[config.mk]
export PLATFORM = sky130hd
export DESIGN_NAME = bb3_queue
export DESIGN_NICKNAME = d
export VERILOG_FILES = /design/src/rtl/bb3_pkg.sv /design/src/rtl/bb3_queue.sv
export SDC_FILE = /design/constraint.sdc
export NUM_CORES = 1
export LEC_CHECK = 0
export ABC_AREA = 1
export BUFFER_PORTS_ARGS = -buffer_cell sky130_fd_sc_hd__buf_2
export CELL_PAD_IN_SITES_DETAIL_PLACEMENT = 1
export CELL_PAD_IN_SITES_GLOBAL_PLACEMENT = 2
export CORE_MARGIN = 5
export CORE_UTILIZATION = 43
export CTS_CLUSTER_DIAMETER = 30
export DETAILED_ROUTE_END_ITERATION = 8
export PLACE_DENSITY = 0.92
export SLEW_MARGIN = 20
export SYNTH_ARGS = -nofsm -noshare
export SYNTH_HDL_FRONTEND = slang
export SYNTH_SLANG_ARGS = --single-unit
[constraint.sdc]
create_clock -name clk -period 4.7 [get_ports clk]
set_input_delay 0.705 -clock clk [delete_from_list [all_inputs] [get_ports clk]]
set_output_delay 0.705 -clock clk [all_outputs]
set_load 0.01 [all_outputs]
[src/rtl/bb3_pkg.sv]
// Shared types and constants of the 3x3 box blur block.
// No dependencies; the RTL refers to it by scoped names, the testbench imports it.
package bb3_pkg;

    localparam int MAX_WIDTH  = 1024;
    localparam int MAX_HEIGHT = 4096;

    localparam int COL_W  = $clog2(MAX_WIDTH);        // column index
    localparam int WID_W  = 11;                       // image_width register
    localparam int HGT_W  = 13;                       // image_height register
    localparam int IROW_W = 13;                       // input row, may run past height
    localparam int OROW_W = $clog2(MAX_HEIGHT);       // output row
    localparam int CFG_W  = 13;

    // register indexes
    localparam logic REG_WIDTH  = 1'b0;
    localparam logic REG_HEIGHT = 1'b1;

    // operation codes
    localparam logic OP_PIXEL = 1'b0;
    localparam logic OP_DRAIN = 1'b1;

    localparam logic [WID_W-1:0] WIDTH_RESET  = WID_W'(512);
    localparam logic [HGT_W-1:0] HEIGHT_RESET = HGT_W'(512);

    // floor(s / 9) = (s * 3641) >> 15 for every s up to 9 * 255
    localparam int SUM_W      = 12;
    localparam int DIV9_MUL   = 3641;
    localparam int DIV9_SHIFT = 15;
    localparam int PROD_W     = 24;

    localparam int QUEUE_DEPTH = 4;
    localparam int QPTR_W      = $clog2(QUEUE_DEPTH);
    localparam int QCNT_W      = QPTR_W + 1;

    localparam int OUT_DEPTH = 4;
    localparam int OPTR_W    = $clog2(OUT_DEPTH);
    localparam int OCNT_W    = OPTR_W + 1;

    // channel 0 in bits 7:0, channel 1 in 15:8, channel 2 in 23:16
    typedef logic [23:0] pixel_t;

    // one column of the line store: two rows above the incoming one
    typedef struct packed {
        pixel_t upper;
        pixel_t lower;
    } line_t;

    // item handed from the front part to the back part
    typedef struct packed {
        pixel_t up;
        pixel_t lo;
        pixel_t pix;
        logic   has_out;
        logic   interior;
        logic   last;
    } work_t;

    typedef struct packed {
        logic [7:0] chan0;
        logic [7:0] chan1;
        logic [7:0] chan2;
        logic       last;
    } result_t;

endpackage

[src/rtl/bb3_queue.sv]
// Short queue of classified items between the front and back parts.
// Depends on bb3_pkg.
module bb3_queue (
    input  logic                       clk,
    input  logic                       rst_n,
    input  logic                       push,
    input  bb3_pkg::work_t             push_item,
    input  logic                       pop,
    output logic                       empty,
    output bb3_pkg::work_t             head,
    output logic [bb3_pkg::QCNT_W-1:0] count
);

    bb3_pkg::work_t                store [bb3_pkg::QUEUE_DEPTH];
    logic [bb3_pkg::QPTR_W-1:0]    wr_ptr_reg;
    logic [bb3_pkg::QPTR_W-1:0]    rd_ptr_reg;
    logic [bb3_pkg::QCNT_W-1:0]    count_reg, count_next;
    logic                          do_pop;

    assign empty  = (count_reg == '0);
    assign do_pop = pop && !empty;
    assign head   = store[rd_ptr_reg];
    assign count  = count_reg;

    always_comb
    begin
        count_next = count_reg;
        if (push && !do_pop)
            count_next = count_reg + bb3_pkg::QCNT_W'(1);
        else if (!push && do_pop)
            count_next = count_reg - bb3_pkg::QCNT_W'(1);
    end

    always_ff @(posedge clk or negedge rst_n)
    begin
        if (!rst_n)
        begin
            wr_ptr_reg <= '0;
            rd_ptr_reg <= '0;
            count_reg  <= '0;
        end
        else
        begin
            if (push)
                wr_ptr_reg <= wr_ptr_reg + bb3_pkg::QPTR_W'(1);
            if (do_pop)
                rd_ptr_reg <= rd_ptr_reg + bb3_pkg::QPTR_W'(1);
            count_reg <= count_next;
        end
    end

    always_ff @(posedge clk)
    begin
        if (push)
            store[wr_ptr_reg] <= push_item;
    end

endmodule

* Word-level counts from Yosys, hierarchy flattened
Memories as Yosys holds them, arrays and structs flattened.
Cells that the tools add are included.
** Storage, ports and cells
- Memories :: 1
- Output and inout port bits :: 79
- Input port bits :: 79
- Register bits after elaboration :: 7
- ROM bits :: 0
- Word-level logic and storage cells :: 20
- Bits in latches :: 0
- RAM bits :: 300
** Memory list
- store :: depth 4, bits a word 75, read ports 1, clocked after Yosys merged registers in 0, wr ports 1, line bb3_queue.sv:14 : bb3_pkg::work_t store [bb3_pkg::QUEUE_DEPTH];
** Operators by class
- Equal/unequal tests :: 0
- Bitwise operators :: 0
- Shift operators :: 0
- Divide/modulo/power cells :: 0
- Mux-type cells :: 4
- Add/sub/neg operators :: 4
- Reductions and logical operators :: 8
- Magnitude comparators :: 0
- $mul :: 0
** Operator list (number)
- $mux 3 :: 2
- $add 2x1->2 const B :: 2
- $add 3x1->3 const B :: 1
- $logic_and 1x1->1 :: 3
- $logic_not 1->1 :: 3
- $logic_not 3->1 :: 1
- $sub 3x1->3 const B :: 1
- $mux 1 :: 2
- $reduce_bool 2->1 :: 1

* Depth between registers and ports, before layout
- Depth after elaboration :: 6
- Gate-level depth with buffers :: 11

* Worst setup path after synthesis
Ideal clock, no wire load.
- Path kind :: input-to-reg
- From :: input port push
- To :: memory store[3][0] in the netlist's numbering (enable)
- Arrival :: 2.456 ns
- Buffers on the path :: 1
- Stages on the path :: 3
- Path slack :: 1.815 ns
- Setup time :: 0.429 ns
- Cells stage by stage :: clkbuf_1 nand2_1 inv_1
** Between the ends
- Cells in the longest elaborated chain, start to end :: 2
** RTL lines
- start: declaration :: line bb3_queue.sv:6 : input logic push,
- $mux 1 :: line bb3_queue.sv:54 : if (push)
- $mux 1 (not written as such) :: line bb3_queue.sv:55 : store[wr_ptr_reg] <= push_item;
- end: declaration :: line bb3_queue.sv:14
Every way passes these cells.

==> results.cfg <==
[outcome]
outcome = completed

[timing]
grt_setup_unrepaired = no
slew_violations = 0
slew_headroom_pct = 31.93
tns_ns = 0
clock_skew_ns = 0.02345
max_clock_freq_mhz = 299.0
max_slew.worst_pin.slew_ns = 1.021
fin_ws_ns = 1.356
setup_violations = 0
fin_crit_ns = 3.344
period_share_pct = 71.15
hold_viol_final = 0

[floorplanning]
die_h_um = 180.5
initial_utilization_pct = 43.55
die_x_um = 180.5
num_rows = 62
die_area_sq_mm = 0.03258
core-area_sq_mm = 0.02870
ioPinCount = 158

[global_route]
grt_first_pass_wirelength_mm = 44.95
grt_start_max_net_pins = 150
grtUsageTotal_pct = 17.57
grt_overflow = 0
grt_antenna_before_repair = 2
grt_pass1_vias = 8525

[power]
ir_drop_mv = 0.7439
p_leak_nw = 6.457
p_per_area_mw_per_mm2 = 724.7

[routing]
wirelength_mm = 29.14
wl_per_cell_um = 18.72
drtIter0Drc = 325
ant_nets = 0
viasPerCell = 4.918
post-route-drc-count = 0
first_pass_iters = 4
vias = 7652

[final_layout]
layout_common_cells = edfxtp_1, nand2_1, inv_1
area_growth_pct = 25.44
fillers = 2870
largest_reg_flops = 300
regArea_sq_mm = 0.009188
multiInputGateArea_sq_mm = 0.002226
finalNetCount = 1203
drive_gt1_share_pct = 24.51
layout_commonest_cell = edfxtp_1

[min_path]
hold_path_class = primary input to register
hold_path_depth = 1

[critical_path]
cp.depth = 6
cp-startpoint = rd_ptr_reg[0]
endpoint = head[43]
r2r_start = wr_ptr_reg[0]
crit_top_cell = nand2_1
arrival_ns = 2.64
critPathCaptureType = output pin
path_delay_family = buffers and inverters
crit_fanout = 149
cpPeakStageDelay_ns = 0.52
path_class = register to output pin
r2r_setup_slack_ns = 2.34
timing.rr.end = store[2][32]
path_cells = inv_8, buf_4, nand2_1, o211ai_1, nand2_1, buf_2
cp_slowest_cell = inv_8
required_ns = 3.99
crit_buf_inv = 3
reg2reg_depth = 5
crit_path_start_kind = register

[yosys]
synthCells = 931
synth_cell_types = 19
muxShareOfSynthArea_pct = 0
yosys.area_share.simple_pct = 7.558
synth_fa_ha_area_share_pct = 0.6607
ys_top_cells_by_area = edfxtp_1, o211ai_1, nand2_1
yosysTopAreaCell = edfxtp_1
synth_seq_area_share_pct = 73.47
synth.net_count = 1016
syn_avg_cell_area_sq_um = 13.43
ys_ff_latch = 307
synth_top_family_by_area = compound AO/OA/AOI/OAI gates
synth-compound-area-share_pct = 9.449
yosys_warnings = 0
synth_xor_area_share_pct = 0.1401
synth_area_sq_mm = 0.01250
synth_top_area_share_pct = 72.07

[clocking]
cts_tree = built
htreeDepth = 3
cts_root_buf = clkbuf_16
cts_resized = 0
clkSinkCount = 307
cts.clk_slew.worst_paths_ns = 0.05
insertion_delay_ns = 0.56
numCtsBuffers = 68
clock_path_buffers = 3

[placed_design]
io_buffers = 157
pre_cts_ws_ns = 1.892
gp_congestion = 0.7012
dpl.hpwl_mm = 16.46

[run]
cap_violations = 0
-- stage by stage --
stage	instance area, sq um	util (%)	power (W)	hold slack [ns]	instances
final	15680	54.63	0.01136	0.3688	1556
after global routing	15680	54.63	0.01198	0.3527	1556
after CTS	15680	54.62	0.01155	0.3408	1555
after detailed placement	13410	46.72	0.006863	0.5146	1431
after global placement	13410	46.72	0.006717	0.4863	1431
after floorplan	12500	-	0.005928	0.4094	931
-- kinds of logic after synthesis --
group / after synthesis
fa+ha+maj: 6
xor+xnor: 2
simple gates: 250
buf+inv: 215
flops: 307
compound gates: 151
-- layer usage --
layer / global-route usage [%] / vias up / share of wire, %
met3: 4.300 / 46 / 5.3
met1: 19.33 / 3784 / 40
met2: 32.59 / 188 / 53
li1: - / 3632 / -
met5: 0 / - / 0.024
met4: 6.836 / 2 / 2.2
-- report_power, final --
part,total [W],switching (W),internal [W]
clock,0.00459,0.00149,0.00310
combinational,0.00302,0.00207,0.000945
sequential,0.00375,0.000151,0.00360
-- area by class of cell --
| type | instances | share of cell area, % |
|---|---|---|
| Antenna cell | 1 | 0.01596 |
| Clock buffer | 75 | 11.02 |
| Clock inverter | 48 | 3.376 |
| Inverter | 164 | 4.014 |
| Multi-Input combinational cell | 409 | 14.20 |
| Sequential cell | 307 | 58.60 |
| Tap cell | 384 | 3.064 |
| Timing Repair Buffer | 168 | 5.714 |
-- synth_stat cells, drive strengths merged --
cell type / number
o21ai: 1
edfxtp: 300
nand3: 3
xor2: 1
nand4: 1
xnor2: 1
o211ai: 150
dfrtp: 7
inv: 164
nor2: 1
ha: 5
nand2: 245
fa: 1
buf: 46
clkbuf: 5
-- timing repair --
action,CTS,global route
hold buffers,1,0
endpoints found under the hold margin,7,0
setup endpoints to repair,0,0
setup buffers,0,0
-- worst min-delay path by stage --
stage / slack (ns) / startpoint / endpoint
2_1_floorplan: 0.41 / rst_n / count[0]
3_3_place_gp: 0.49 / count[2] / count[2]
3_5_place_dp: 0.51 / count[2] / count[2]
4_1_cts: 0.34 / push_item[57] / store[2][57]
5_1_grt: 0.35 / push_item[57] / store[2][57]
6_report: 0.37 / push_item[57] / store[2][57]
(Power assumes the default switching activity.)
