**src/rtl/bb3_pkg.sv**
```systemverilog
// Shared types and constants of the 3x3 box blur block.
// No dependencies; the RTL refers to it by scoped names, the testbench imports it.
package bb3_pkg;

    localparam int MAX_WIDTH  = 1024;
    localparam int MAX_HEIGHT = 4096;

    localparam int COL_W  = $clog2(MAX_WIDTH);        // column index
    localparam int WID_W  = 11;                       // image_width register
    localparam int HGT_W  = 13;                       // image_height register
    localparam int IROW_W = 13;                       // input row, may run past height
    localparam int OROW_W = $clog2(MAX_HEIGHT);       // output row
    localparam int CFG_W  = 13;

    // register indexes
    localparam logic REG_WIDTH  = 1'b0;
    localparam logic REG_HEIGHT = 1'b1;

    // operation codes
    localparam logic OP_PIXEL = 1'b0;
    localparam logic OP_DRAIN = 1'b1;

    localparam logic [WID_W-1:0] WIDTH_RESET  = WID_W'(512);
    localparam logic [HGT_W-1:0] HEIGHT_RESET = HGT_W'(512);

    // floor(s / 9) = (s * 3641) >> 15 for every s up to 9 * 255
    localparam int SUM_W      = 12;
    localparam int DIV9_MUL   = 3641;
    localparam int DIV9_SHIFT = 15;
    localparam int PROD_W     = 24;

    localparam int QUEUE_DEPTH = 4;
    localparam int QPTR_W      = $clog2(QUEUE_DEPTH);
    localparam int QCNT_W      = QPTR_W + 1;

    localparam int OUT_DEPTH = 4;
    localparam int OPTR_W    = $clog2(OUT_DEPTH);
    localparam int OCNT_W    = OPTR_W + 1;

    // channel 0 in bits 7:0, channel 1 in 15:8, channel 2 in 23:16
    typedef logic [23:0] pixel_t;

    // one column of the line store: two rows above the incoming one
    typedef struct packed {
        pixel_t upper;
        pixel_t lower;
    } line_t;

    // item handed from the front part to the back part
    typedef struct packed {
        pixel_t up;
        pixel_t lo;
        pixel_t pix;
        logic   has_out;
        logic   interior;
        logic   last;
    } work_t;

    typedef struct packed {
        logic [7:0] chan0;
        logic [7:0] chan1;
        logic [7:0] chan2;
        logic       last;
    } result_t;

endpackage

```
**src/rtl/bb3_back.sv**
```systemverilog
// Back part: 3x3 window, channel sums, divide by nine, border select and
// the result queue. Depends on bb3_pkg.
module bb3_back (
    input  logic                 clk,
    input  logic                 rst_n,
    input  logic                 q_empty,
    input  bb3_pkg::work_t       q_head,
    output logic                 q_pop,
    output logic                 empty,
    input  logic                 pop,
    output bb3_pkg::result_t     result
);

    bb3_pkg::pixel_t win_reg [9];

    logic b1_valid_reg;
    logic b1_interior_reg;
    logic b1_last_reg;

    logic                        b2_valid_reg;
    logic                        b2_interior_reg;
    logic                        b2_last_reg;
    logic [bb3_pkg::SUM_W-1:0]   b2_sum_reg [3];
    bb3_pkg::pixel_t             b2_center_reg;

    bb3_pkg::result_t            out_store [bb3_pkg::OUT_DEPTH];
    logic [bb3_pkg::OPTR_W-1:0]  o_wr_ptr_reg;
    logic [bb3_pkg::OPTR_W-1:0]  o_rd_ptr_reg;
    logic [bb3_pkg::OCNT_W-1:0]  o_count_reg, o_count_next;

    logic [bb3_pkg::SUM_W-1:0]   sum [3];
    logic [bb3_pkg::PROD_W-1:0]  prod [3];
    logic [bb3_pkg::OCNT_W:0]    credit_used;
    logic                        o_pop;
    bb3_pkg::result_t            res;

    // results already queued plus those still in the two stages
    assign credit_used = {1'b0, o_count_reg}
                       + {{bb3_pkg::OCNT_W{1'b0}}, b1_valid_reg}
                       + {{bb3_pkg::OCNT_W{1'b0}}, b2_valid_reg};
    assign q_pop = !q_empty && (credit_used < (bb3_pkg::OCNT_W+1)'(bb3_pkg::OUT_DEPTH));

    always_comb
    begin
        for (int ch = 0; ch < 3; ch++)
        begin
            sum[ch] = '0;
            for (int k = 0; k < 9; k++)
                sum[ch] = sum[ch] + bb3_pkg::SUM_W'(win_reg[k][8*ch +: 8]);
        end
    end

    // window shift: left column drops out, new column on the right
    always_ff @(posedge clk)
    begin
        if (q_pop)
        begin
            win_reg[0] <= win_reg[1];
            win_reg[1] <= win_reg[2];
            win_reg[2] <= q_head.up;
            win_reg[3] <= win_reg[4];
            win_reg[4] <= win_reg[5];
            win_reg[5] <= q_head.lo;
            win_reg[6] <= win_reg[7];
            win_reg[7] <= win_reg[8];
            win_reg[8] <= q_head.pix;
            b1_interior_reg <= q_head.interior;
            b1_last_reg     <= q_head.last;
        end
        b2_interior_reg <= b1_interior_reg;
        b2_last_reg     <= b1_last_reg;
        b2_center_reg   <= win_reg[4];
        for (int ch = 0; ch < 3; ch++)
            b2_sum_reg[ch] <= sum[ch];
    end

    always_comb
    begin
        for (int ch = 0; ch < 3; ch++)
            prod[ch] = bb3_pkg::PROD_W'(b2_sum_reg[ch]) * bb3_pkg::PROD_W'(bb3_pkg::DIV9_MUL);
    end

    always_comb
    begin
        res      = '0;
        res.last = b2_last_reg;
        if (b2_interior_reg)
        begin
            res.chan0 = prod[0][bb3_pkg::DIV9_SHIFT +: 8];
            res.chan1 = prod[1][bb3_pkg::DIV9_SHIFT +: 8];
            res.chan2 = prod[2][bb3_pkg::DIV9_SHIFT +: 8];
        end
        else
        begin
            res.chan0 = b2_center_reg[7:0];
            res.chan1 = b2_center_reg[15:8];
            res.chan2 = b2_center_reg[23:16];
        end
    end

    assign empty  = (o_count_reg == '0);
    assign o_pop  = pop && !empty;
    assign result = out_store[o_rd_ptr_reg];

    always_comb
    begin
        o_count_next = o_count_reg;
        if (b2_valid_reg && !o_pop)
            o_count_next = o_count_reg + bb3_pkg::OCNT_W'(1);
        else if (!b2_valid_reg && o_pop)
            o_count_next = o_count_reg - bb3_pkg::OCNT_W'(1);
    end

    always_ff @(posedge clk or negedge rst_n)
    begin
        if (!rst_n)
        begin
            b1_valid_reg <= 1'b0;
            b2_valid_reg <= 1'b0;
            o_wr_ptr_reg <= '0;
            o_rd_ptr_reg <= '0;
            o_count_reg  <= '0;
        end
        else
        begin
            b1_valid_reg <= q_pop && q_head.has_out;
            b2_valid_reg <= b1_valid_reg;
            if (b2_valid_reg)
                o_wr_ptr_reg <= o_wr_ptr_reg + bb3_pkg::OPTR_W'(1);
            if (o_pop)
                o_rd_ptr_reg <= o_rd_ptr_reg + bb3_pkg::OPTR_W'(1);
            o_count_reg <= o_count_next;
        end
    end

    always_ff @(posedge clk)
    begin
        if (b2_valid_reg)
            out_store[o_wr_ptr_reg] <= res;
    end

endmodule

```
**config.mk**
```make
export PLATFORM = sky130hd
export DESIGN_NAME = bb3_back
export DESIGN_NICKNAME = d
export VERILOG_FILES = /design/src/rtl/bb3_pkg.sv /design/src/rtl/bb3_back.sv
export SDC_FILE = /design/constraint.sdc
export NUM_CORES = 1
export LEC_CHECK = 0
export ABC_AREA = 1
export CAP_MARGIN = 20
export CORE_MARGIN = 8
export CORE_UTILIZATION = 45
export DETAILED_ROUTE_END_ITERATION = 6
export DONT_BUFFER_PORTS = 1
export GPL_ROUTABILITY_DRIVEN = 0
export PLACE_DENSITY = 0.59
export SLEW_MARGIN = 10
export SYNTH_ARGS = -nofsm -noshare
export SYNTH_HDL_FRONTEND = slang
export SYNTH_SLANG_ARGS = --single-unit
export TNS_END_PERCENT = 30
```
**constraint.sdc**
```tcl
create_clock -name clk -period 42.9 [get_ports clk]
set_clock_uncertainty 0.1 [all_clocks]
set_input_delay 2.145 -clock clk [delete_from_list [all_inputs] [get_ports clk]]
set_output_delay 2.145 -clock clk [all_outputs]
set_load 0.02 [all_outputs]
```
== Yosys cells after proc, flatten, opt, wreduce, memory -nomap -nowiden ==
Memories as Yosys holds them, arrays and structs flattened.
Cells that the tools add are included.

* Add/subtract/negate cells: 30
* $mul: 3
* Div/mod/pow operators: 0
* $lt $le $gt $ge: 1
* Eq/ne operators: 0
* Shifts and indexed selects: 0
* Muxes and demuxes: 7
* Bitwise logic cells: 0
* Reductions and logical operators: 11

{| class="wikitable"
|+ Operators with widths
! cell !! number
|-
| $add 12x8->12 || 12
|-
| $mul 12x12->23 const B || 3
|-
| $add 11x8->12 || 3
|-
| $add 10x8->11 || 3
|-
| $add 9x8->10 || 3
|-
| $add 8x8->9 || 3
|-
| $mux 24 || 1
|-
| $mux 3 || 2
|-
| $logic_and 1x1->1 || 5
|-
| $add 2x1->2 const B || 2
|-
| $add 3x1->4 || 1
|-
| $add 4x1->4 || 1
|-
| $logic_not 1->1 || 4
|-
| $lt 4x3->1 const B || 1
|-
| $mux 1 || 4
|-
| $add 3x1->3 const B || 1
|-
| $logic_not 3->1 || 1
|-
| $sub 3x1->3 const B || 1
|-
| $reduce_bool 2->1 || 1
|}

* Bits in registers: 37
* Bits in latches: 0
* RAM bits: 352
* ROM bits: 0
* Input port bits: 79
* Memories: 3

{| class="wikitable"
|+ Memories
! name !! depth !! bits a word !! read ports !! clocked after memory_dff !! write ports !! line !! text
|-
| win_reg || 9 || 24 || 9 || 0 || 9 || bb3_back.sv:14 || <nowiki>bb3_pkg::pixel_t win_reg [9];</nowiki>
|-
| out_store || 4 || 25 || 1 || 0 || 1 || bb3_back.sv:26 || <nowiki>bb3_pkg::result_t out_store [bb3_pkg::OUT_DEPTH];</nowiki>
|-
| b2_sum_reg || 3 || 12 || 3 || 0 || 3 || bb3_back.sv:23 || <nowiki>logic [bb3_pkg::SUM_W-1:0] b2_sum_reg [3];</nowiki>
|}

== Longest topological paths before layout ==
Gate-level depths: netlist of the first run.

* Depth in word-level cells: 8
* Mapped depth: 21
* Gate-level depth less buffers: 21

== Least setup slack after synthesis of the first run ==
Ideal clock, no wire load.

* Path kind: input-to-output
* Start point: in q_empty
* End point: out q_pop
* Data arrival time: 17.329 ns
* Data required time: 40.655 ns
* Path slack: 23.326 ns
* Cell stages on the path: 1
* Cell sequence: nor3_1

* Longest elaborated chain between the ends: 2

{| class="wikitable"
|+ RTL lines
! item !! line !! text
|-
| start: declaration || bb3_back.sv:6 || <nowiki>input logic q_empty,</nowiki>
|-
| $logic_not 1->1 || bb3_back.sv:41 || <nowiki>assign q_pop = !q_empty && (credit_used < (bb3_pkg::OCNT_W+1)'(bb3_pkg::OUT_DEPTH));</nowiki>
|-
| $logic_and 1x1->1 || bb3_back.sv:41 ||
|-
| end: declaration || bb3_back.sv:8 || <nowiki>output logic q_pop,</nowiki>
|}

No other way between the ends.

== Worst setup path in the final report of the first run ==
Same ends and word-level chain as after synthesis.

==> flow_metrics.py, run 1 <==
metrics = {
    "final_layout": {
        "nFillCells": 4727,
        "syn_to_final_growth_pct": 9.50,
        "fin_nets": 2697,
        "largest_register_ff_count": 216,
        "regArea_um2": 11000,
        "multi_input_area_um2": 11500,
        "diodes": 0,
        "drive_gt1_share_pct": 4.63,
    },
    "synth": {
        "yosys.area_share.simple_pct": 8.33,
        "synth_fa_ha_area_share_pct": 33.0,
        "synth.area.mux_share_pct": 0,
        "synth_seq_cells": 389,
        "synth_compound_area_share_pct": 4.59,
        "synth_area_um2": 24400,
        "synth_top_family_by_area": "adder cells",
        "synth_fp_nets": 2660,
        "syn_avg_cell_area_um2": 11.7,
        "synthDistinctLibCells": 40,
        "synthCells": 2087,
        "synthXorXnorAreaFrac_pct": 1.33,
        "yosysSeqAreaShare_pct": 45.2,
        "yosysWarningCount": 0,
    },
    "setup_path": {
        "critical-path-top-delay-family": "buffers and inverters",
        "crit_arrival_ns": 2.88,
        "slowest_delay_ns": 0.50,
        "r2r_cells": 20,
        "timing.rr.end": "out_store[3][8]",
        "worstPathRequired_ns": 40.65,
        "path_buf_inv": 1,
        "path_max_fanout": 36,
        "worstPathCellList": "nor3_2 > buf_4",
        "path_class": "in2out",
        "r2r_start": "b2_sum_reg[0][25]",
        "start_kind": "primary input",
        "cp-end-kind": "primary output",
        "crit_path_top_delay_cell": "buf_4",
        "worst-r2r-setup-slack_ns": 38.18,
    },
    "clock_tree": {
        "tritoncts": "done",
        "postCtsSetupBuffers": 0,
        "htreeDepth": 2,
        "path_clk_slew_ns": 0.05,
        "cts_root_buf": "clkbuf_16",
        "clkLatencyLatePin_ns": 0.58,
        "clk_path_buf_depth": 3,
        "cts.sink_count": 389,
        "cts_hold_buf": 0,
        "numCtsBuffers": 45,
        "cts_resized": 0,
    },
    "floorplan": {
        "fp.coreArea_um2": 53700,
        "start_util_pct": 45.4,
        "die_area_um2": 61900,
        "die_h_um": 249,
        "die_w_um": 249,
        "ios": 106,
        "num_rows": 85,
    },
    "placement": {
        "dp_hpwl_um": 35500,
        "io_buffers": 0,
    },
    "hold_path": {
        "min_to": "b2_interior_reg",
        "worstHoldPathCells": 0,
        "hold_path_class": "reg2reg",
        "min-delay-start": "b1_interior_reg",
    },
    "timing": {
        "whs_ns": 0.248,
        "setup_viol": 0,
        "grt_setup_unrepaired": "false",
        "fin_crit_ns": 5.13,
        "slew_headroom_pct": 40.2,
        "drv_slew": 0,
        "tightestPinTransition_ns": 0.896,
        "fmax_ghz": 0.195,
        "tns_ns": 0,
        "fin_crit_sh_pct": 11.9,
        "hold_viol": 0,
    },
    "grt": {
        "grt-ovfl-total": 0,
        "antenna_found_initial": 1,
        "grt_max_degree": 141,
        "grt_util_all_layers_pct": 15.0,
        "grt_pass1_vias": 14807,
        "grt_pass1_wl_um": 75700,
    },
    "routing": {
        "num_vias": 13900,
        "detail-route-antenna-nets": 0,
        "drt_iter0_drc": 763,
        "wl_per_cell_um": 16.0,
        "viasPerCell": 4.87,
        "drt-pass1-iter-count": 5,
        "drc_errors": 0,
        "wl_um": 45700,
    },
    "outcome": {
        "status": "completed",
    },
    "run": {
        "drv_cap": 0,
    },
}
## kinds of logic (layout without fill, tap and decap cells)
logic type / Yosys count / after routing
simple gates: 481 / 481
buf+inv: 489 / 562
xor+xnor: 37 / 37
flops: 389 / 389
compound gates: 197 / 197
fa+ha+maj: 494 / 494
## per-layer routing
layer	routed length (um)	share of wire, %	global-route usage, %	vias to the layer above
li1	-	-	-	6828
met1	21500	47	20.2	6779
met2	21200	46	24.7	216
met3	1810	4.0	2.53	75
met4	1290	2.8	4.90	2
met5	11	0.024	0	-
## cells in the mapped netlist
master / n / share of area, %
a21boi_2: 1 / 0.046
a21o_1: 9 / 0.28
a21oi_1: 65 / 1.3
a21oi_2: 1 / 0.036
a31oi_1: 2 / 0.051
a41oi_1: 1 / 0.036
and2_1: 1 / 0.026
buf_1: 1 / 0.015
buf_2: 2 / 0.041
buf_4: 2 / 0.062
clkbuf_1: 16 / 0.25
dfrtp_1: 9 / 0.92
dfxtp_1: 62 / 5.1
edfxtp_1: 318 / 39
fa_1: 250 / 21
ha_1: 244 / 13
inv_1: 467 / 7.2
inv_2: 1 / 0.015
nand2_1: 238 / 3.7
nand2_2: 8 / 0.21
nand3_1: 72 / 1.5
nand3_2: 1 / 0.041
nand3b_1: 4 / 0.12
nand4_1: 10 / 0.26
nor2_1: 121 / 1.9
nor2_2: 5 / 0.13
nor3_1: 12 / 0.25
nor3_2: 5 / 0.21
nor4_1: 3 / 0.077
o2111ai_1: 1 / 0.036
o211ai_1: 4 / 0.12
o21a_1: 7 / 0.22
o21ai_0: 64 / 1.3
o21ai_1: 5 / 0.10
o21bai_1: 11 / 0.34
o22ai_1: 25 / 0.64
o311ai_0: 1 / 0.036
or2_1: 1 / 0.026
xnor2_1: 9 / 0.32
xor2_1: 28 / 1.0
## worst max path at each step
| stage | startpoint | end | slack, ns | depth (start not counted) |
|---|---|---|---|---|
| detailed placement | q_empty | q_pop | 37.77 | 2 |
| floorplan | q_empty | q_pop | 23.33 | 1 |
| global placement | q_empty | q_pop | 37.77 | 2 |
| finish | q_empty | q_pop | 37.77 | 2 |
| global route | q_empty | q_pop | 37.71 | 2 |
| CTS | q_empty | q_pop | 37.76 | 2 |
## stage by stage
| stage | util, % | area [um2] | cells | setup WS (ns) |
|---|---|---|---|---|
| floorplan | - | 24400 | 2087 | 23.33 |
| global placement | 47.1 | 25300 | 2773 | 37.77 |
| detailed placement | 47.1 | 25300 | 2773 | 37.77 |
| CTS | 49.7 | 26700 | 2856 | 37.76 |
| global route | 49.7 | 26700 | 2856 | 37.71 |
| finish | 49.7 | 26700 | 2856 | 37.77 |
## layout by cell type, fill, tap and decap left out, drive strengths merged, types with 62 or more instances in the layout
cell / Yosys / final
inv: 468 / 470
edfxtp: 318 / 318
fa: 250 / 250
nand2: 246 / 246
ha: 244 / 244
nor2: 126 / 126
nand3: 73 / 73
o21ai: 69 / 69
a21oi: 66 / 66
dfxtp: 62 / 62
clkbuf: 16 / 62
## cell type report
| cell class | instances | share of cell area [%] |
|---|---|---|
| clock buffer | 62 | 4.73 |
| clock inverter | 21 | 0.651 |
| multi-input combinational | 1209 | 43.2 |
| sequential | 389 | 41.2 |
| tap | 696 | 3.26 |
| timing repair buffer | 11 | 0.356 |
| inverter | 468 | 6.58 |
Power of run 1 is left out: the tool's default activity adds up to more than one toggle a clock period on the data nets, which glitch-free logic cannot reach.
==> run 2: changes to the inputs <==
PLACE_DENSITY = 0.61   (was 0.59)
clock period = 4.2 ns   (was 42.9 ns; I/O delays follow)
==> flow_metrics.py, run 2 (synthesis results as in run 1) <==
metrics = {
    "setup_path": {
        "worstPathCellList": "inv_2 > fa_1 > inv_2 > ha_4 > inv_2 > fa_1 > inv_2 > fa_1 > inv_1 > fa_1 > inv_2 > ha_4 > nand2_4 > inv_2 > a21oi_2 > nor2_1 > nor2_2 > nand2_1 > or2_1 > nand3_1 > nand2_2",
        "path_max_fanout": 4,
        "crit_path_top_delay_cell": "fa_1",
        "critical-path-top-delay-family": "adder cells",
        "path_buf_inv": 7,
        "crit_arrival_ns": 4.53,
        "cp-end-kind": "flip-flop",
        "path_class": "reg2reg",
        "crit_top_cell": "inv_2",
        "slowest_delay_ns": 0.54,
        "worstPathRequired_ns": 4.41,
        "start_kind": "flip-flop",
    },
    "timing": {
        "setup_viol": 48,
        "fin_crit_ns": 4.32,
        "fin_crit_sh_pct": 103,
        "worst_slack_ns": -0.122,
        "tightestPinTransition_ns": 0.913,
        "grt_setup_unrepaired": "true",
        "fmax_ghz": 0.231,
        "drv_slew": 0,
        "hold_viol": 0,
        "tns_ns": -2.69,
        "slew_headroom_pct": 39.1,
    },
    "floorplan": {
        "die_h_um": 249,
        "ios": 106,
        "start_util_pct": 45.4,
        "die_area_um2": 61900,
        "num_rows": 85,
        "die_w_um": 249,
        "fp.coreArea_um2": 53700,
    },
    "final_layout": {
        "fin_util_pct": 54.3,
        "final_common_cell": "inv_1",
        "diodes": 0,
        "fin_area_um2": 29100,
        "drive_gt1_share_pct": 16.2,
        "largest_register_ff_count": 216,
        "syn_to_final_growth_pct": 19.5,
        "final_cell_mix": "inv_1 (442), edfxtp_1 (318), fa_1 (244), ha_1 (206), nand2_1 (203)",
        "fin_nets": 2899,
    },
    "grt": {
        "grt-busiest-layer": "met2",
        "grt_max_degree": 88,
        "gr-usage-met1_pct": 20.9,
        "grt_pass1_wl_um": 80400,
        "grt_pass1_vias": 15989,
        "grt_util_all_layers_pct": 15.9,
        "use_met2_pct": 26.4,
        "antenna_found_initial": 0,
        "use_met3_pct": 2.95,
        "grt-ovfl-total": 0,
    },
    "clock_tree": {
        "cts.sink_count": 389,
        "numCtsBuffers": 44,
        "clk_path_buf_depth": 3,
        "clkLatencyLatePin_ns": 0.57,
        "cts_root_buf": "clkbuf_16",
        "path_clk_slew_ns": 0.06,
        "tritoncts": "done",
        "htreeDepth": 2,
    },
    "routing": {
        "wl_per_cell_um": 15.9,
        "viasPerCell": 4.85,
        "drt_iter0_drc": 766,
        "drc_errors": 0,
        "drt-pass1-iter-count": 6,
        "detail-route-antenna-nets": 0,
        "wl_um": 48600,
        "num_vias": 14830,
    },
    "placement": {
        "placed_area_um2": 26200,
        "dp_hpwl_um": 37300,
        "io_buffers": 0,
    },
    "hold_path": {
        "hold_path_class": "in2reg",
    },
    "outcome": {
        "status": "complete, but fails checks",
        "violations": "setup timing",
    },
    "run": {
        "drv_cap": 0,
    },
}
run 2: cell types whose count changed in the layout (fill, tap and decap cells not counted), sizes merged:
cell,previous run,this run
buf,11,134
dlygate4sd3,0,80
clkbuf,62,60
bufinv,2,1
inv,470,469
run 2: final timing paths:
kind	depth (start not counted)	end	startpoint	slack, ns
setup / recovery	21	out_store[2][20]	b2_sum_reg[0][1]	-0.12
hold reg to reg	0	b2_interior_reg	b1_interior_reg	0.26
hold / removal	1	win_reg[5][1]	q_head[28]	0.16
min in group asynchronous	2	o_count_reg[2]	rst_n	0.45
setup reg to reg	21	out_store[2][20]	b2_sum_reg[0][1]	-0.12
max in group asynchronous	2	o_rd_ptr_reg[0]	rst_n	3.25
run 2: layer usage:
layer / share of wire, % / vias up
li1: - / 7228
met1: 45 / 7250
met2: 47 / 265
met3: 4.5 / 87
met4: 2.8 / 0
met5: 0 / -
run 2: through the flow:
stage          std cells  hold WS (ns)  setup slack, ns
6_report            3055         0.159           -0.122
5_1_grt             3055         0.139           -0.297
4_1_cts             3051         0.119           -0.110
3_5_place_dp        2889        -0.185           -0.328
3_3_place_gp        2889        -0.185           -0.270
2_1_floorplan       2087        -0.186            -2.52
run 2: layout make-up:
type,instances,area (um2)
clock buffers,60,1200
fillers,4455,24600
clock inverters,19,124
multi-input cells,1209,12300
inverters,468,1760
repair buffers,214,1840
flip-flops and latches,389,11000
well taps,696,871
run 2: worst register-to-register path: cells and delay by family, from the launching register on:
kind / cells / cell delay (ns)
buffers and inverters: 7 / 0.31
AO/OA/AOI/OAI: 1 / 0.15
flip-flops: 1 / 0.33
adder cells (fa/ha/maj): 6 / 2.52
AND/OR/NAND/NOR: 7 / 0.65
run 2: timing repair:
action,CTS,global route
pin swaps,60,19
setup buffers,3,4
gates resized for setup,122,66
hold buffers,80,0
endpoints found under the setup margin,96,101
hold endpoints to repair,101,0
Power of run 2 is left out for the same reason.
==> run 3: changes to the inputs <==
CORE_UTILIZATION = 40   (was 45)
CTS_BUF_LIST = sky130_fd_sc_hd__clkbuf_2 sky130_fd_sc_hd__clkbuf_4 sky130_fd_sc_hd__clkbuf_8   (was unset)
PLACE_DENSITY = 0.55   (was 0.61)
==> flow_metrics.py, run 3 (synthesis results as in run 1) <==
metrics = {
    "routing": {
        "wl_um": 49500,
        "viasPerCell": 4.65,
        "wl_per_cell_um": 15.5,
        "detail-route-antenna-nets": 0,
        "drt_iter0_drc": 659,
        "num_vias": 14840,
        "drt-pass1-iter-count": 6,
        "drc_errors": 0,
    },
    "floorplan": {
        "die_w_um": 263,
        "start_util_pct": 40.4,
        "die_h_um": 263,
        "fp.coreArea_um2": 60400,
        "ios": 106,
        "die_area_um2": 69100,
        "num_rows": 90,
    },
    "run": {
        "drv_cap": 0,
    },
    "final_layout": {
        "fin_nets": 2926,
        "regArea_um2": 11000,
        "fin_util_pct": 48.8,
        "final_common_cell": "inv_1",
        "drive_gt1_share_pct": 18.2,
        "nFillCells": 5397,
        "largest_register_ff_count": 216,
        "syn_to_final_growth_pct": 20.7,
        "final_cell_mix": "inv_1 (445), edfxtp_1 (318), fa_1 (247), ha_1 (208), nand2_1 (201)",
        "multi_input_area_um2": 12300,
    },
    "setup_path": {
        "path_class": "reg2reg",
        "cp-end-kind": "flip-flop",
        "crit_arrival_ns": 4.61,
        "start_kind": "flip-flop",
        "worstPathRequired_ns": 4.48,
        "worst-r2r-setup-slack_ns": -0.13,
        "crit_start": "b2_sum_reg[0][1]",
        "path_max_fanout": 4,
        "r2r_start": "b2_sum_reg[0][1]",
    },
    "timing": {
        "hold_viol": 0,
        "grt_setup_unrepaired": "true",
        "slew_headroom_pct": 36.9,
        "fmax_ghz": 0.231,
        "fin_crit_sh_pct": 103,
        "worst_slack_ns": -0.130,
        "setup_viol": 33,
        "drv_slew": 0,
        "fin_crit_ns": 4.33,
        "tightestPinTransition_ns": 0.946,
    },
    "outcome": {
        "status": "complete, but fails checks",
        "violations": "setup timing",
    },
    "grt": {
        "grt_max_degree": 127,
        "grt_util_all_layers_pct": 14.6,
        "antenna_found_initial": 2,
        "grt_pass1_wl_um": 82200,
        "grt_pass1_vias": 16220,
        "grt-ovfl-total": 0,
    },
    "clock_tree": {
        "cts_root_buf": "clkbuf_8",
        "clkLatencyLatePin_ns": 0.64,
        "tritoncts": "done",
        "cts.sink_count": 389,
        "clk_path_buf_depth": 3,
        "htreeDepth": 3,
        "path_clk_slew_ns": 0.06,
        "numCtsBuffers": 70,
    },
    "placement": {
        "dp_hpwl_um": 37600,
        "io_buffers": 0,
    },
    "hold_path": {
        "min-delay-start": "q_head[42]",
        "hold_path_class": "in2reg",
    },
}
==> run 3: cell count changes in the layout (fill, tap and decap cells not counted), sizes merged <==
| cell | delta |
|---|---|
| buf | +1 |
| bufinv | +3 |
| inv | +1 |
| diode | +2 |
| clkbuf | +47 |
| clkinv | -7 |
| clkinvlp | +1 |
==> run 3: area by class of cell <==
cell class | instances | area share (%)
diodes | 2 | 0.0170
clock buffers | 107 | 4.38
clock inverters | 17 | 0.650
multi-input cells | 1209 | 41.9
well taps | 782 | 3.32
flip-flops and latches | 389 | 37.5
inverters | 468 | 5.96
repair buffers | 215 | 6.28
==> run 3: final timing paths <==
path	depth (start not counted)	endpoint
setup / recovery	19	out_store[0][19]
hold / removal	1	win_reg[5][15]
setup reg to reg	19	out_store[0][19]
hold reg to reg	0	b2_interior_reg
max in group asynchronous	2	o_wr_ptr_reg[0]
min in group asynchronous	2	o_count_reg[0]
==> run 3: metal layers <==
layer	vias up	track usage (%)	part of all wire, %	wire length, um
met3	79	3.61	4.6	2270
li1	7303	-	-	-
met5	-	0	0	0
met1	7206	19.1	46	22800
met4	0	4.28	2.2	1070
met2	252	24.0	47	23300
==> run 3: critical path, stage by stage, from the launching register on <==
cell and delay [ns]:
dfxtp_2 0.33, inv_2 0.05, fa_1 0.54, inv_2 0.05, ha_4 0.26, inv_2 0.03
fa_1 0.50, inv_1 0.05, fa_1 0.49, inv_1 0.05, fa_1 0.49, inv_2 0.05
ha_4 0.24, buf_6 0.13, a21oi_4 0.15, o21a_1 0.17, o21a_1 0.14, nand3b_1 0.08
nand3_1 0.10, nand2_2 0.08
==> run 3: stage by stage <==
| stage | cells | setup TNS [ns] | hold slack (ns) | worst slack, ns | instance area, um2 |
|---|---|---|---|---|---|
| final | 3189 | -2.75 | 0.104 | -0.130 | 29500 |
| after global routing | 3188 | -16.81 | 0.0303 | -0.292 | 29500 |
| after CTS | 3184 | -2.60 | 0.0123 | -0.114 | 29100 |
| after detailed placement | 2977 | -22.63 | -0.185 | -0.329 | 26300 |
| after global placement | 2977 | -18.83 | -0.185 | -0.283 | 26300 |
| after floorplan | 2087 | -556.95 | -0.186 | -2.52 | 24400 |
==> run 3: repair_timing <==
| action | 4_1_cts | 5_1_grt |
|---|---|---|
| endpoints found under the setup margin | 96 | 101 |
| setup buffers | 3 | 3 |
| pin swaps | 52 | 37 |
| hold endpoints to repair | 181 | 0 |
| cloned | 0 | 0 |
| hold buffers | 80 | 0 |
| resized for setup | 106 | 84 |
Power of run 3 is left out for the same reason.
